--- src/design/vfv_pkg.sv ---
// ----------------------------------------------------------------------------
// vfv_pkg
// Shared types, constants and helpers for the voxel face visibility unit.
// ----------------------------------------------------------------------------
package vfv_pkg;

   // Chunk geometry; the edge length is a power of two so coordinates are bit
   // fields of the voxel index.
   localparam int EDGE        = 16;
   localparam int EDGE_BITS   = $clog2(EDGE);
   localparam int CELL_BITS   = 2 * EDGE_BITS;
   localparam int CUBE_BITS   = 3 * EDGE_BITS;
   localparam int PLANE_CELLS = EDGE * EDGE;
   localparam int CUBE_CELLS  = EDGE * EDGE * EDGE;
   localparam int FACE_COUNT  = 6;
   localparam int BOUND_CELLS = FACE_COUNT * PLANE_CELLS;
   localparam int BOUND_BITS  = $clog2(BOUND_CELLS);

   // Field widths of the request and result
   localparam int INDEX_BITS = 12;
   localparam int FACE_BITS  = 3;
   localparam int TYPE_BITS  = 10;
   localparam int MASK_BITS  = 6;

   // Request queue depth between front and back
   localparam int QUEUE_DEPTH = 4;

   // Read steps of one evaluation: the voxel itself, then one per face
   localparam int STEP_BITS = 3;
   localparam logic [STEP_BITS-1:0] STEP_SELF = 3'd0;
   localparam logic [STEP_BITS-1:0] STEP_LAST = 3'd6;

   // Boundary plane codes
   localparam logic [FACE_BITS-1:0] FACE_XN = 3'd0;
   localparam logic [FACE_BITS-1:0] FACE_XP = 3'd1;
   localparam logic [FACE_BITS-1:0] FACE_YN = 3'd2;
   localparam logic [FACE_BITS-1:0] FACE_YP = 3'd3;
   localparam logic [FACE_BITS-1:0] FACE_ZN = 3'd4;
   localparam logic [FACE_BITS-1:0] FACE_ZP = 3'd5;

   // Exposed-face mask bits
   localparam logic [MASK_BITS-1:0] MASK_ZN = 6'b000001;
   localparam logic [MASK_BITS-1:0] MASK_ZP = 6'b000010;
   localparam logic [MASK_BITS-1:0] MASK_XP = 6'b000100;
   localparam logic [MASK_BITS-1:0] MASK_XN = 6'b001000;
   localparam logic [MASK_BITS-1:0] MASK_YP = 6'b010000;
   localparam logic [MASK_BITS-1:0] MASK_YN = 6'b100000;

   typedef enum logic [1:0] {
      KIND_CENTER_WR = 2'd0,
      KIND_BOUND_WR  = 2'd1,
      KIND_EVAL      = 2'd2,
      KIND_UNUSED    = 2'd3
   } vfv_kind_type;

   typedef enum logic [2:0] {
      OP_NOP,
      OP_CLEAR,
      OP_CENTER_WR,
      OP_BOUND_WR,
      OP_EVAL
   } vfv_op_type;

   typedef enum logic [1:0] {
      SRC_CENTER,
      SRC_BOUND,
      SRC_AIR
   } vfv_src_type;

   typedef enum logic [1:0] {
      ST_IDLE,
      ST_READ,
      ST_LAST
   } vfv_state_type;

   typedef struct packed {
      vfv_kind_type          kind;
      logic [INDEX_BITS-1:0] voxel_index;
      logic [FACE_BITS-1:0]  face;
      logic [TYPE_BITS-1:0]  block_type;
   } vfv_req_type;

   typedef struct packed {
      logic [MASK_BITS-1:0] face_mask;
      logic                 visible;
      logic                 chunk_empty;
   } vfv_rsp_type;

   // Classified request as it travels from front to back
   typedef struct packed {
      vfv_op_type            op;
      logic [INDEX_BITS-1:0] index;
      logic [BOUND_BITS-1:0] bound_addr;
      logic                  solid;
   } vfv_cmd_type;

   // Mask bit that belongs to a boundary plane code
   function automatic logic [MASK_BITS-1:0] face_bit(input logic [FACE_BITS-1:0] f);
      logic [MASK_BITS-1:0] m;
      case (f)
         FACE_XN: m = MASK_XN;
         FACE_XP: m = MASK_XP;
         FACE_YN: m = MASK_YN;
         FACE_YP: m = MASK_YP;
         FACE_ZN: m = MASK_ZN;
         FACE_ZP: m = MASK_ZP;
         default: m = '0;
      endcase
      return m;
   endfunction

endpackage

--- src/design/vfv_queue.sv ---
// ----------------------------------------------------------------------------
// vfv_queue
// Small first-in first-out queue of classified commands.
// ----------------------------------------------------------------------------
module vfv_queue import vfv_pkg::*; #(
   parameter int DEPTH = QUEUE_DEPTH
) (
   input  logic        clock,
   input  logic        reset,
   input  logic        push,
   input  vfv_cmd_type wdata,
   output logic        full,
   input  logic        pop,
   output vfv_cmd_type rdata,
   output logic        empty
);

   localparam int PTR_BITS = $clog2(DEPTH);
   localparam int CNT_BITS = $clog2(DEPTH + 1);

   vfv_cmd_type         slots_ff [DEPTH];
   logic [PTR_BITS-1:0] wr_ptr_ff, wr_ptr_in;
   logic [PTR_BITS-1:0] rd_ptr_ff, rd_ptr_in;
   logic [CNT_BITS-1:0] count_ff, count_in;
   logic                do_push, do_pop;

   assign full    = (count_ff == CNT_BITS'(DEPTH));
   assign empty   = (count_ff == '0);
   assign do_push = push && !full;
   assign do_pop  = pop && !empty;
   assign rdata   = slots_ff[rd_ptr_ff];

   // Advance pointers and occupancy
   always_comb begin
      wr_ptr_in = wr_ptr_ff;
      rd_ptr_in = rd_ptr_ff;
      count_in  = count_ff;
      if (do_push) begin
         wr_ptr_in = (wr_ptr_ff == PTR_BITS'(DEPTH - 1)) ? '0 : wr_ptr_ff + 1'b1;
      end
      if (do_pop) begin
         rd_ptr_in = (rd_ptr_ff == PTR_BITS'(DEPTH - 1)) ? '0 : rd_ptr_ff + 1'b1;
      end
      case ({do_push, do_pop})
         2'b10:   count_in = count_ff + 1'b1;
         2'b01:   count_in = count_ff - 1'b1;
         default: count_in = count_ff;
      endcase
   end

   always_ff @(posedge clock) begin
      if (reset) begin
         wr_ptr_ff <= '0;
         rd_ptr_ff <= '0;
         count_ff  <= '0;
      end else begin
         wr_ptr_ff <= wr_ptr_in;
         rd_ptr_ff <= rd_ptr_in;
         count_ff  <= count_in;
      end
   end

   // Store the pushed command
   always_ff @(posedge clock) begin
      if (do_push) begin
         slots_ff[wr_ptr_ff] <= wdata;
      end
   end

endmodule

--- config.mk ---
export PLATFORM = sky130hd
export DESIGN_NAME = vfv_queue
export DESIGN_NICKNAME = d
export VERILOG_FILES = /design/src/design/vfv_pkg.sv /design/src/design/vfv_queue.sv
export SDC_FILE = /design/constraint.sdc
export NUM_CORES = 1
export LEC_CHECK = 0
export BUFFER_PORTS_ARGS = -buffer_cell sky130_fd_sc_hd__buf_2
export CAP_MARGIN = 40
export CORE_MARGIN = 2
export CORE_UTILIZATION = 35
export CTS_BUF_LIST = sky130_fd_sc_hd__clkbuf_2
export DETAILED_ROUTE_END_ITERATION = 10
export SLEW_MARGIN = 20
export SYNTH_ARGS = -nofsm -noshare
export SYNTH_HDL_FRONTEND = slang
export SYNTH_SLANG_ARGS = --single-unit
--- constraint.sdc ---
create_clock -name clock -period 5.3 [get_ports clock]
set_clock_uncertainty 0.15 [all_clocks]
set_input_delay 0.265 -clock clock [delete_from_list [all_inputs] [get_ports clock]]
set_output_delay 0.265 -clock clock [all_outputs]
set_load 0.01 [all_outputs]
Yosys cells after proc, flatten, opt, wreduce, memory -nomap -nowiden. Memories as Yosys holds them, arrays and structs flattened. A register that Yosys moved wholly into a read port is not among the register bits. Cells that the tools add are included.

Bits in registers: 7. Memory bits (writable): 108. Input bits: 31. Word-level logic and storage cells: 26. Memories: 1.

Memories: slots_ff (depth 4, width 27, read ports 1, clocked after memory_dff 1, write ports 1, line vfv_queue.sv:21) `vfv_cmd_type slots_ff [DEPTH];`.

$add $sub $neg: 4. Equal/unequal tests: 5. Multiplexer cells: 7. Reduce and logical (&&, ||, !) cells: 6.

Operators by type and width (number): two-way mux 2 bit (4); equality test 2 bit (second input constant) (3); case mux 3 bit (2 select lines) (1); adder 2 x 1 -> 2 bit (second input constant) (2); adder 3 x 1 -> 3 bit (second input constant) (1); equality test 3 bit (second input constant) (1); logical NOT 3 bit (1); subtractor 3 x 1 -> 3 bit (second input constant) (1); equality test 2 x 1 -> 1 bit (second input constant) (1); logical AND 1 bit (2); logical NOT 1 bit (2); two-way mux 1 bit (2); nonzero test 2 bit (1).

Logic depth before layout (Yosys ltp).
Depth after elaboration: 5. Gate-level depth with buffers: 10.

Worst setup path after synthesis. Ideal clock, no wire load.

Kind: register to register. From: reg count_ff[2]. To: reg count_ff[2]. Library setup time: 0.070 ns. Arrival time: 2.280 ns. Setup slack: 2.800 ns. Stages on the path, launching flop included: 11. Period minus slack after synthesis: 2.500 ns. Cell sequence: dfxtp_1 or3b_1 buf_6 and2_4 inv_1 ha_1 inv_1 fa_1 xor2_1 or3_2 a21oi_1.

Cells in the longest elaborated chain, start to end: 5. Elaborated cells between the ends (all ways): 12. Those cells by class: add/sub (2); eq/ne (3); mux (1); reduce/logical (6).

Ends and longest elaborated chain: start: declaration (line vfv_queue.sv:24) `logic [CNT_BITS-1:0] count_ff, count_in;`; start signal: assignment (line vfv_queue.sv:59) `count_ff <= count_in;`; equality test 3 bit or logical NOT 3 bit (tied branches) (line vfv_queue.sv:27, vfv_queue.sv:28); logical NOT 1 bit (on tied branches) (line vfv_queue.sv:29, vfv_queue.sv:30); logical AND 1 bit (on tied branches) (line vfv_queue.sv:29, vfv_queue.sv:30); equality test 2 x 1 -> 1 bit or equality test 2 bit (tied branches) (line vfv_queue.sv:44) `case ({do_push, do_pop})`; case mux 3 bit (2 select lines) or nonzero test 2 bit (tied branches).

Parallel ways exist; a longest one is shown, timed or not. A chain may end at the register's enable or synchronous reset.

Worst setup path in the final report. Ends and elaborated chain as after synthesis.

==> results.py <==
metrics = {
    "clock_tree": {
        "clkSinkCount": 117,
        "cts_buffer_depth": 2,
        "clkLatencyLatePin_ps": 600,
        "cts-root-buf": "clkbuf_2",
        "cts_tree": "yes",
        "cts_buffers": 17,
        "clk_pin_slew_ps": 180,
        "ctsResizeCount": 0,
        "htree_levels": 4,
    },
    "place": {
        "port_buffers": 59,
        "dp.cells": 416,
        "dp.final_hpwl_um": 4414,
        "gp_congestion": 0.7288,
    },
    "setup_path": {
        "path_class": "reg -> reg",
        "critPathCaptureType": "flip-flop",
        "reg2regPathDepth": 9,
        "cp.required_ps": 5700,
        "crit_start": "count_ff[2]",
        "cp.arrival_ps": 3140,
        "crit_fanout": 9,
        "startpoint_type": "flip-flop",
        "worstReg2RegEnd": "count_ff[2]",
        "rr_startpoint": "count_ff[2]",
        "r2r_setup_slack_ps": 2570,
    },
    "status": {
        "status": "finished clean",
    },
    "yosys": {
        "ys_seq_area_frac": 0.7793,
        "synth_seq_cells": 117,
        "synth_area_um2": 4393,
        "synth_cell_types": 25,
        "synth_nets": 233,
        "ys_warn_count": 0,
        "synth_area_per_cell_um2": 22.53,
        "syn_inst": 195,
    },
    "timing": {
        "tightest_slew_ps": 791.5,
        "timing.slew.headroom": 0.4723,
        "setup_viol": 0,
        "report.final.slew_viol_count": 0,
        "rsz0062_at_grt": "false",
        "fin_crit_ps": 2734,
        "hold_violations": 0,
        "fmax_mhz": 365.7,
        "finalCritPeriodShare": 0.5159,
        "fin_setup_tns_ps": 0,
    },
    "finish": {
        "nets": 336,
        "fin_util": 0.4487,
        "synthToLayoutAreaGrowth_pct": 23.70,
        "stdcell_count": 478,
        "drive_above_1_share": 0.4065,
        "antennaDiodeCount": 0,
    },
    "grt": {
        "grt_pass1_vias": 2104,
        "grt_remaining_overflow": 0,
        "grt_pass1_wl_um": 11320,
        "grt_use_total": 0.1184,
        "grt_max_degree": 28,
        "antenna_found_initial": 0,
    },
    "floorplanning": {
        "rows": 40,
        "start_util": 0.3627,
        "dieArea_um2": 13460,
        "core_area_um2": 12110,
        "ioPinCount": 60,
        "die_x_um": 116.0,
        "die_h_um": 116.0,
    },
    "power": {
        "p_leak_nw": 1.894,
        "ir_drop_v": 0.0002291,
        "power.density_nw_per_um2": 414.6,
        "power_mw": 2.253,
    },
    "detailed_routing": {
        "vias_per_cell": 4.527,
        "routed_wl_um": 7633,
        "first_pass_iters": 4,
        "num_vias": 2164,
        "ant_nets": 0,
        "routedWlPerCell_um": 15.97,
        "drc": 0,
        "drt-initial-drc-count": 101,
    },
    "min_path": {
        "hold_end": "slots_ff[0][4]",
        "hold_depth": 2,
        "hold_path.class": "in -> reg",
        "hp-start": "wdata[4]",
    },
    "flow_run": {
        "drv_cap": 0,
    },
}
-- report_power, final --
group          total [mW]  leakage (nW)  internal [mW]  switching, mW
logic               0.525         0.688          0.269          0.255
clock network       0.567         0.141          0.260          0.307
registers            1.16          1.07           1.11         0.0512
-- per-stage QoR --
stage	hold slack [ps]	setup WS, ps	cell area [µm²]
5_1_grt	163.8	2436	5434
2_1_floorplan	213.9	2800	4393
3_3_place_gp	315.1	2711	4851
4_1_cts	168.1	2538	5406
6_report	234.2	2566	5434
3_5_place_dp	339.1	2632	4871
-- cell usage after synthesis --
cell	number	area, µm²
a21o_1	1	7.510
a21oi_1	4	20.02
and2_4	1	8.760
and3_2	4	30.03
buf_2	3	15.01
buf_6	3	33.78
clkbuf_1	2	7.510
dfxtp_1	9	180.2
edfxtp_1	108	3243
fa_1	1	20.02
ha_1	6	75.07
inv_1	8	30.03
mux2i_1	1	10.01
mux4_2	27	608.1
nand2_1	1	3.750
nand3_1	2	10.01
nor2_1	4	15.01
nor3_1	2	10.01
o21ai_0	1	5.000
o31ai_1	1	7.510
o31ai_2	1	12.51
or3_1	1	6.260
or3_2	1	7.510
or3b_1	1	8.760
xor2_1	2	17.52
-- kinds of logic (layout without fill, tap and decap cells) --
family	count (synthesis)	count (layout)	synth area share
simple gates	17	17	0.02279
compound gates	8	8	0.01196
buf+inv	16	131	0.01965
fa+ha+maj	7	7	0.02165
flops	117	117	0.7793
mux	28	28	0.1407
xor+xnor	2	2	0.003988
-- cells in the final DEF (no fill, tap or decap), types with 3 or more instances in the layout --
cell / synthesis / final
inv_1: 8 / 8
clkinv_2: 0 / 3
edfxtp_1: 108 / 108
a21oi_1: 4 / 4
and3_2: 4 / 4
dfxtp_1: 9 / 8
bufinv_16: 0 / 3
mux4_2: 27 / 27
dlygate4sd3_1: 0 / 30
clkinvlp_4: 0 / 3
nor2_1: 4 / 4
clkbuf_2: 0 / 20
ha_1: 6 / 6
buf_2: 3 / 59
-- worst max path at each step --
stage	to	slack (ps)	depth (start not counted)
2_1_floorplan	count_ff[2]	2800	10
3_3_place_gp	count_ff[2]	2710	9
3_5_place_dp	count_ff[2]	2630	9
4_1_cts	count_ff[2]	2540	9
5_1_grt	count_ff[2]	2440	9
6_report	count_ff[2]	2570	9
-- timing repair --
| action | 4_1_cts | 5_1_grt |
|---|---|---|
| hold buffers | 30 | 0 |
| setup buffers | 0 | 0 |
| endpoints found under the hold margin | 117 | 0 |
-- area by class of cell --
class	instances	area (µm²)
clock inverter	11	135.1
inverter	8	30.03
timing repair buffer	92	650.6
sequential	117	3425
tap	168	210.2
multi-input combinational	62	883.3
fill	1077	6678
clock buffer	20	100.1
-- critical path, cell delays in order, from the launching register on --
cell     delay [ps]
dfxtp_1         420
or3b_1          490
and2_4          210
inv_1            50
ha_1            190
inv_1            60
fa_1            380
xor2_1          170
or3_2           410
a21oi_1         150
-- metal layers --
layer,global-route usage,up-vias,wire length (µm)
met2,0.1809,50,3588
met3,0.04341,7,350
met1,0.1537,1100,3611
met4,0.05000,0,83
met5,0,-,0
li1,-,1007,-
-- sequential cells by signal, indices dropped and copies added (netlist names), named ones only --
register / flops
count_ff: 3
rd_ptr_ff: 2
slots_ff: 108
wr_ptr_ff: 2
Power figures use the tool's default switching activity.
